### src/hdl/barometric_sensor_compensation_core_macros.svh
// Assertion macros for the barometric compensation core
`ifndef BAROMETRIC_SENSOR_COMPENSATION_CORE_MACROS_SVH
`define BAROMETRIC_SENSOR_COMPENSATION_CORE_MACROS_SVH
`ifndef SYNTHESIS
// same-cycle implication
`define BSC_ASSERT_IMP(lbl, clk, rst_n, ante, cons) \
  lbl: assert property (@(posedge clk) disable iff (!rst_n) (ante) |-> (cons)) \
    else $error("bsc check failed");
// next-cycle implication
`define BSC_ASSERT_NXT(lbl, clk, rst_n, ante, cons) \
  lbl: assert property (@(posedge clk) disable iff (!rst_n) (ante) |=> (cons)) \
    else $error("bsc check failed");
`else
`define BSC_ASSERT_IMP(lbl, clk, rst_n, ante, cons)
`define BSC_ASSERT_NXT(lbl, clk, rst_n, ante, cons)
`endif
`endif

### src/hdl/bsc_pkg.sv
// Shared constants, types and scale tables for the barometric compensation core
`default_nettype none
package bsc_pkg;

  localparam int FRAC_BITS  = 24;
  localparam int RAW_W      = 24;
  localparam int FIX_SHIFT  = FRAC_BITS - 19;   // raw * 2^F / 524288
  localparam int FIX_W      = RAW_W + FIX_SHIFT;
  localparam int CFG_W      = 48;
  localparam int TEMP_OUT_W = 24;
  localparam int PRES_OUT_W = 32;

  typedef enum logic [1:0] {
    CFG_COEF_LOW  = 2'd0,
    CFG_COEF_MID  = 2'd1,
    CFG_COEF_HIGH = 2'd2,
    CFG_TEMP_OSR  = 2'd3
  } cfg_idx_t;

  // scale = div * 2^(24 - shift); divisor part of the scale factor
  function automatic logic [7:0] osr_div(input logic [2:0] code);
    logic [7:0] d;
    case (code)
      3'd0:    d = 8'd1;
      3'd1:    d = 8'd3;
      3'd2:    d = 8'd7;
      3'd3:    d = 8'd15;
      3'd4:    d = 8'd31;
      3'd5:    d = 8'd63;
      3'd6:    d = 8'd127;
      3'd7:    d = 8'd255;
      default: d = 8'd1;
    endcase
    return d;
  endfunction

  // ceil(2^32 / div), exact quotient for dividends below 2^24
  function automatic logic [32:0] osr_recip(input logic [2:0] code);
    logic [32:0] m;
    case (code)
      3'd0:    m = 33'h1_0000_0000;
      3'd1:    m = 33'h0_5555_5556;
      3'd2:    m = 33'h0_2492_4925;
      3'd3:    m = 33'h0_1111_1112;
      3'd4:    m = 33'h0_0842_1085;
      3'd5:    m = 33'h0_0410_4105;
      3'd6:    m = 33'h0_0204_0811;
      3'd7:    m = 33'h0_0101_0102;
      default: m = 33'h1_0000_0000;
    endcase
    return m;
  endfunction

  // power-of-two part of 2^F / scale
  function automatic logic [3:0] osr_shift(input logic [2:0] code);
    return code[2] ? 4'd11 : 4'd5;
  endfunction

endpackage
`default_nettype wire

### src/hdl/bsc_fmul.sv
// Pipelined signed fixed-point multiply, trunc(a * b / 2^FRAC), four stages
`default_nettype none
module bsc_fmul
  import bsc_pkg::*;
#(
  parameter int WA   = 29,
  parameter int WB   = 46,
  parameter int FRAC = FRAC_BITS
) (
  input  logic                      clk,
  input  logic                      en,
  input  logic signed [WA-1:0]      a,
  input  logic signed [WB-1:0]      b,
  output logic signed [WA+WB-FRAC:0] p
);

  localparam int LO = WB / 2;
  localparam int HI = WB - LO;
  localparam int WP = WA + WB;
  localparam int WQ = WP - FRAC + 1;

  logic [WA-1:0]      ua_r;
  logic [WB-1:0]      ub_r;
  logic               neg1_r, neg2_r, neg3_r;
  logic [WA+LO-1:0]   pl_r;
  logic [WA+HI-1:0]   ph_r;
  logic [WQ-2:0]      q_r;
  logic signed [WQ-1:0] p_r;
  logic [WP-1:0]      sum;

  // partial products recombined, magnitude truncated
  assign sum = (WP'(ph_r) << LO) + WP'(pl_r);

  always_ff @(posedge clk) begin
    if (en) begin
      ua_r   <= a[WA-1] ? WA'(-a) : WA'(a);
      ub_r   <= b[WB-1] ? WB'(-b) : WB'(b);
      neg1_r <= a[WA-1] ^ b[WB-1];
      pl_r   <= (WA+LO)'(ua_r) * (WA+LO)'(ub_r[LO-1:0]);
      ph_r   <= (WA+HI)'(ua_r) * (WA+HI)'(ub_r[WB-1:LO]);
      neg2_r <= neg1_r;
      q_r    <= sum[WP-1:FRAC];
      neg3_r <= neg2_r;
      p_r    <= neg3_r ? -$signed(WQ'(q_r)) : $signed(WQ'(q_r));
    end
  end

  assign p = p_r;

endmodule
`default_nettype wire

### config.mk
export PLATFORM = sky130hd
export DESIGN_NAME = bsc_fmul
export DESIGN_NICKNAME = d
export VERILOG_FILES = /design/src/hdl/barometric_sensor_compensation_core_macros.svh /design/src/hdl/bsc_pkg.sv /design/src/hdl/bsc_fmul.sv
export SDC_FILE = /design/constraint.sdc
export NUM_CORES = 2
export LEC_CHECK = 0
export ABC_CLOCK_PERIOD_IN_PS = 18400
export BUFFER_PORTS_ARGS = -buffer_cell sky130_fd_sc_hd__clkbuf_2
export CAP_MARGIN = 20
export CORE_ASPECT_RATIO = 0.7
export CORE_MARGIN = 4
export CORE_UTILIZATION = 60
export DETAILED_ROUTE_END_ITERATION = 8
export PLACE_DENSITY = 0.79
export SLEW_MARGIN = 20
export SYNTH_ARGS = -nofsm -noshare
export SYNTH_HDL_FRONTEND = slang
export SYNTH_SLANG_ARGS = --single-unit
### constraint.sdc
create_clock -name clk -period 18.4 [get_ports clk]
set_input_delay 3.68 -clock clk [delete_from_list [all_inputs] [get_ports clk]]
set_output_delay 3.68 -clock clk [all_outputs]
set_load 0.01 [all_outputs]
==> reports/results.ini <==
[outcome]
status = completed

[yosys]
synth.distinct_cells = 63
ys_ff_latch = 262
synth_compound_area_share_pct = 5.60
yosys.area_share.simple_pct = 15.6
synthCells = 5778
synth_edf_count = 262
synth-xor-area-share_pct = 3.96
synth_area_sq_mm = 0.0548
synth_top_family_by_area = adder cells
synth_nets = 7367
synth.top_cell.area_share_pct = 41.2
synth_fa_ha_area_share_pct = 50.0
synth_area_leaders = fa_1, edfxtp_1, ha_1, inv_1, and2_1
syn_avg_cell_area_sq_um = 9.49
yosys_warnings = 0
yosysSeqAreaShare_pct = 14.4
synth_most_common_cell = inv_1
synthArstFlopShare_pct = 0
yosys-top-cells-count = inv_1, fa_1, nand2_1, and2_1, ha_1
ys.flop_type = edfxtp_1
yosys.area.top_type = fa_1
synth_mux_area_share_pct = 0

[floorplanning]
fp-row-count = 92
pin_count = 129
fp.dieW_um = 369
core_sq_mm = 0.0904
die-area_sq_mm = 0.0963
die_height_um = 261
initial_core_util_pct = 60.7

[drt]
met2_length_um = 58900
drcViolationCount = 0
top_layer_used = met5
drt-met1-wl_um = 59100
detail-route-antenna-nets = 0
wirelength_um = 148000
drt_first_pass_iters = 7
drt-initial-drc-count = 3679
dr_total_vias = 40200
route.met3.wl_um = 24700
wl_per_cell_um = 21.3
viasPerCell = 5.79

[global_route]
grtUsageTotal_pct = 31.9
grt_max_degree = 157
grt_pass1_wl_um = 238000
antenna_found_initial = 1
grt_pass1_vias = 43000
gr-total-overflow = 0

[cts]
post_cts_resized = 0
cts_tree = yes
numCtsBuffers = 29
ctsHoldBuffers = 0
clock_sinks = 262
clkTransAtPathRegs_ns = 0.06
clk_latency_ns = 0.64
post-cts-setup-buffers = 0
clk_path_buf_depth = 3
h-tree-depth = 1
cts_root_buf = clkbuf_16

[timing]
fmax_ghz = 0.118
rsz0062_at_grt = false
tightest_slew_ns = 1.07
maxSlewHeadroom_pct = 28.2
finalCriticalPeriod_ns = 8.47
slew_violations = 0
setup_ws_ns = 9.93
setup_viol = 0
fin_skew_ns = 0.0382
post-route-period-util_pct = 46.0
finalSetupTns_ns = 0
report.final.hold_viol_count = 0
hold_ws_ns = 0.502

[setup_path]
worst-path-buf-inv = 4
cp-start-kind = flip-flop
cp_cell_sequence = buf_4 > nand2_1 > fa_1 > inv_1 > fa_1 > fa_1 > fa_1 > fa_1 > fa_1 > inv_1 > fa_1 > inv_1 > ha_1 > nand4_1 > nor3_1 > o21ai_0 > o22ai_1 > o22ai_1 > o41ai_1 > a2111oi_0 > nor3_1 > xor2_1
cpLargestDelayFamily = adder cells
endpoint_kind = flip-flop
required_ns = 18.77
critPathArrivalTime_ns = 8.85
path_class = flip-flop to flip-flop
slowest_stage = o41ai_1
worst-path-max-fanout = 39
cp_common_cell = fa_1
crit_path_max_incr_delay_ns = 0.79

[finish]
drive_above_1_share_pct = 4.80
syn_to_final_growth_pct = 4.53
n_fill_cell = 7328
seqCellArea_sq_mm = 0.00787
multiInputGateArea_sq_mm = 0.0412
nets = 7279
stdcell_count = 6937

[place]
placed_cells_incl_taps = 6878
pre_cts_ws_ns = 10.15
io_buffer_count = 128
dp_hpwl_um = 108000
place.gp.congestion = 0.944

[run]
drv_cap = 0

[hold_path]
hp-class = flip-flop to flip-flop

stage by stage:
| stage | cell area [sq um] | utilization [%] |
|---|---|---|
| CTS | 57200 | 63.4 |
| finish | 57300 | 63.4 |
| detailed placement | 56400 | 62.4 |
| floorplan | 54800 | - |
| global route | 57300 | 63.4 |
| global placement | 56400 | 62.4 |
routing by layer:
metal,vias to the layer above,GRT usage [%]
li1,17300,-
met1,19900,44.2
met2,2610,44.7
met3,386,15.6
met4,2,8.62
met5,-,0.304
layout by cell type (no fill, tap or decap), types with 12 or more instances in the layout:
master,Yosys,final
and3_1,27,27
o41ai_1,16,16
o21bai_1,19,19
clkbuf_16,0,29
xor2_1,49,49
nand2_1,882,882
nor2_1,63,63
fa_1,1128,1128
edfxtp_1,262,262
and2_1,571,571
xnor2_1,199,199
o21ai_1,12,12
a21oi_1,124,124
or3_1,26,26
o211ai_1,12,12
clkbuf_2,0,127
nand4_1,40,40
nand3_1,40,40
inv_1,1209,1209
ha_1,384,384
a21o_1,78,78
nor2b_1,12,12
a31oi_1,20,20
nor3_1,20,19
buf_4,0,78
o31ai_1,40,40
nand2b_1,16,16
o21ai_0,88,88
sequential cells by signal (all words and copies together), names as in the netlist:
name and count:
neg3_r 1, q_r 51, pl_r 29, ub_r 46
neg1_r 1, ua_r 29, neg2_r 1, p 52
ph_r 52
final timing paths:
path,start,endpoint,depth (start not counted),slack (ns)
worst max register to register,ua_r[14],ph_r[49],22,9.93
worst min-delay path,neg1_r,neg2_r,0,0.50
worst min register to register,neg1_r,neg2_r,0,0.50
worst max-delay path,ua_r[14],ph_r[49],22,9.93
kinds of logic (layout without fill, tap and decap cells):
logic type	count (synthesis)	after routing
compound gates	477	477
flops	262	262
simple gates	1740	1740
fa+ha+maj	1512	1512
buf+inv	1539	1474
other cells	0	2
xor+xnor	248	248
final cells by class:
| cell class | count | share of cell area, % |
|---|---|---|
| antenna | 2 | 0.00873 |
| clock buffer | 34 | 1.30 |
| sequential | 262 | 13.7 |
| clock inverter | 20 | 0.249 |
| inverter | 1210 | 7.93 |
| tap | 1222 | 2.67 |
| timing repair buffer | 210 | 2.27 |
| multi-input combinational | 3977 | 71.8 |
Power is left out: the tool's default activity adds up to more than one toggle a clock period on the data nets, which glitch-free logic cannot reach.
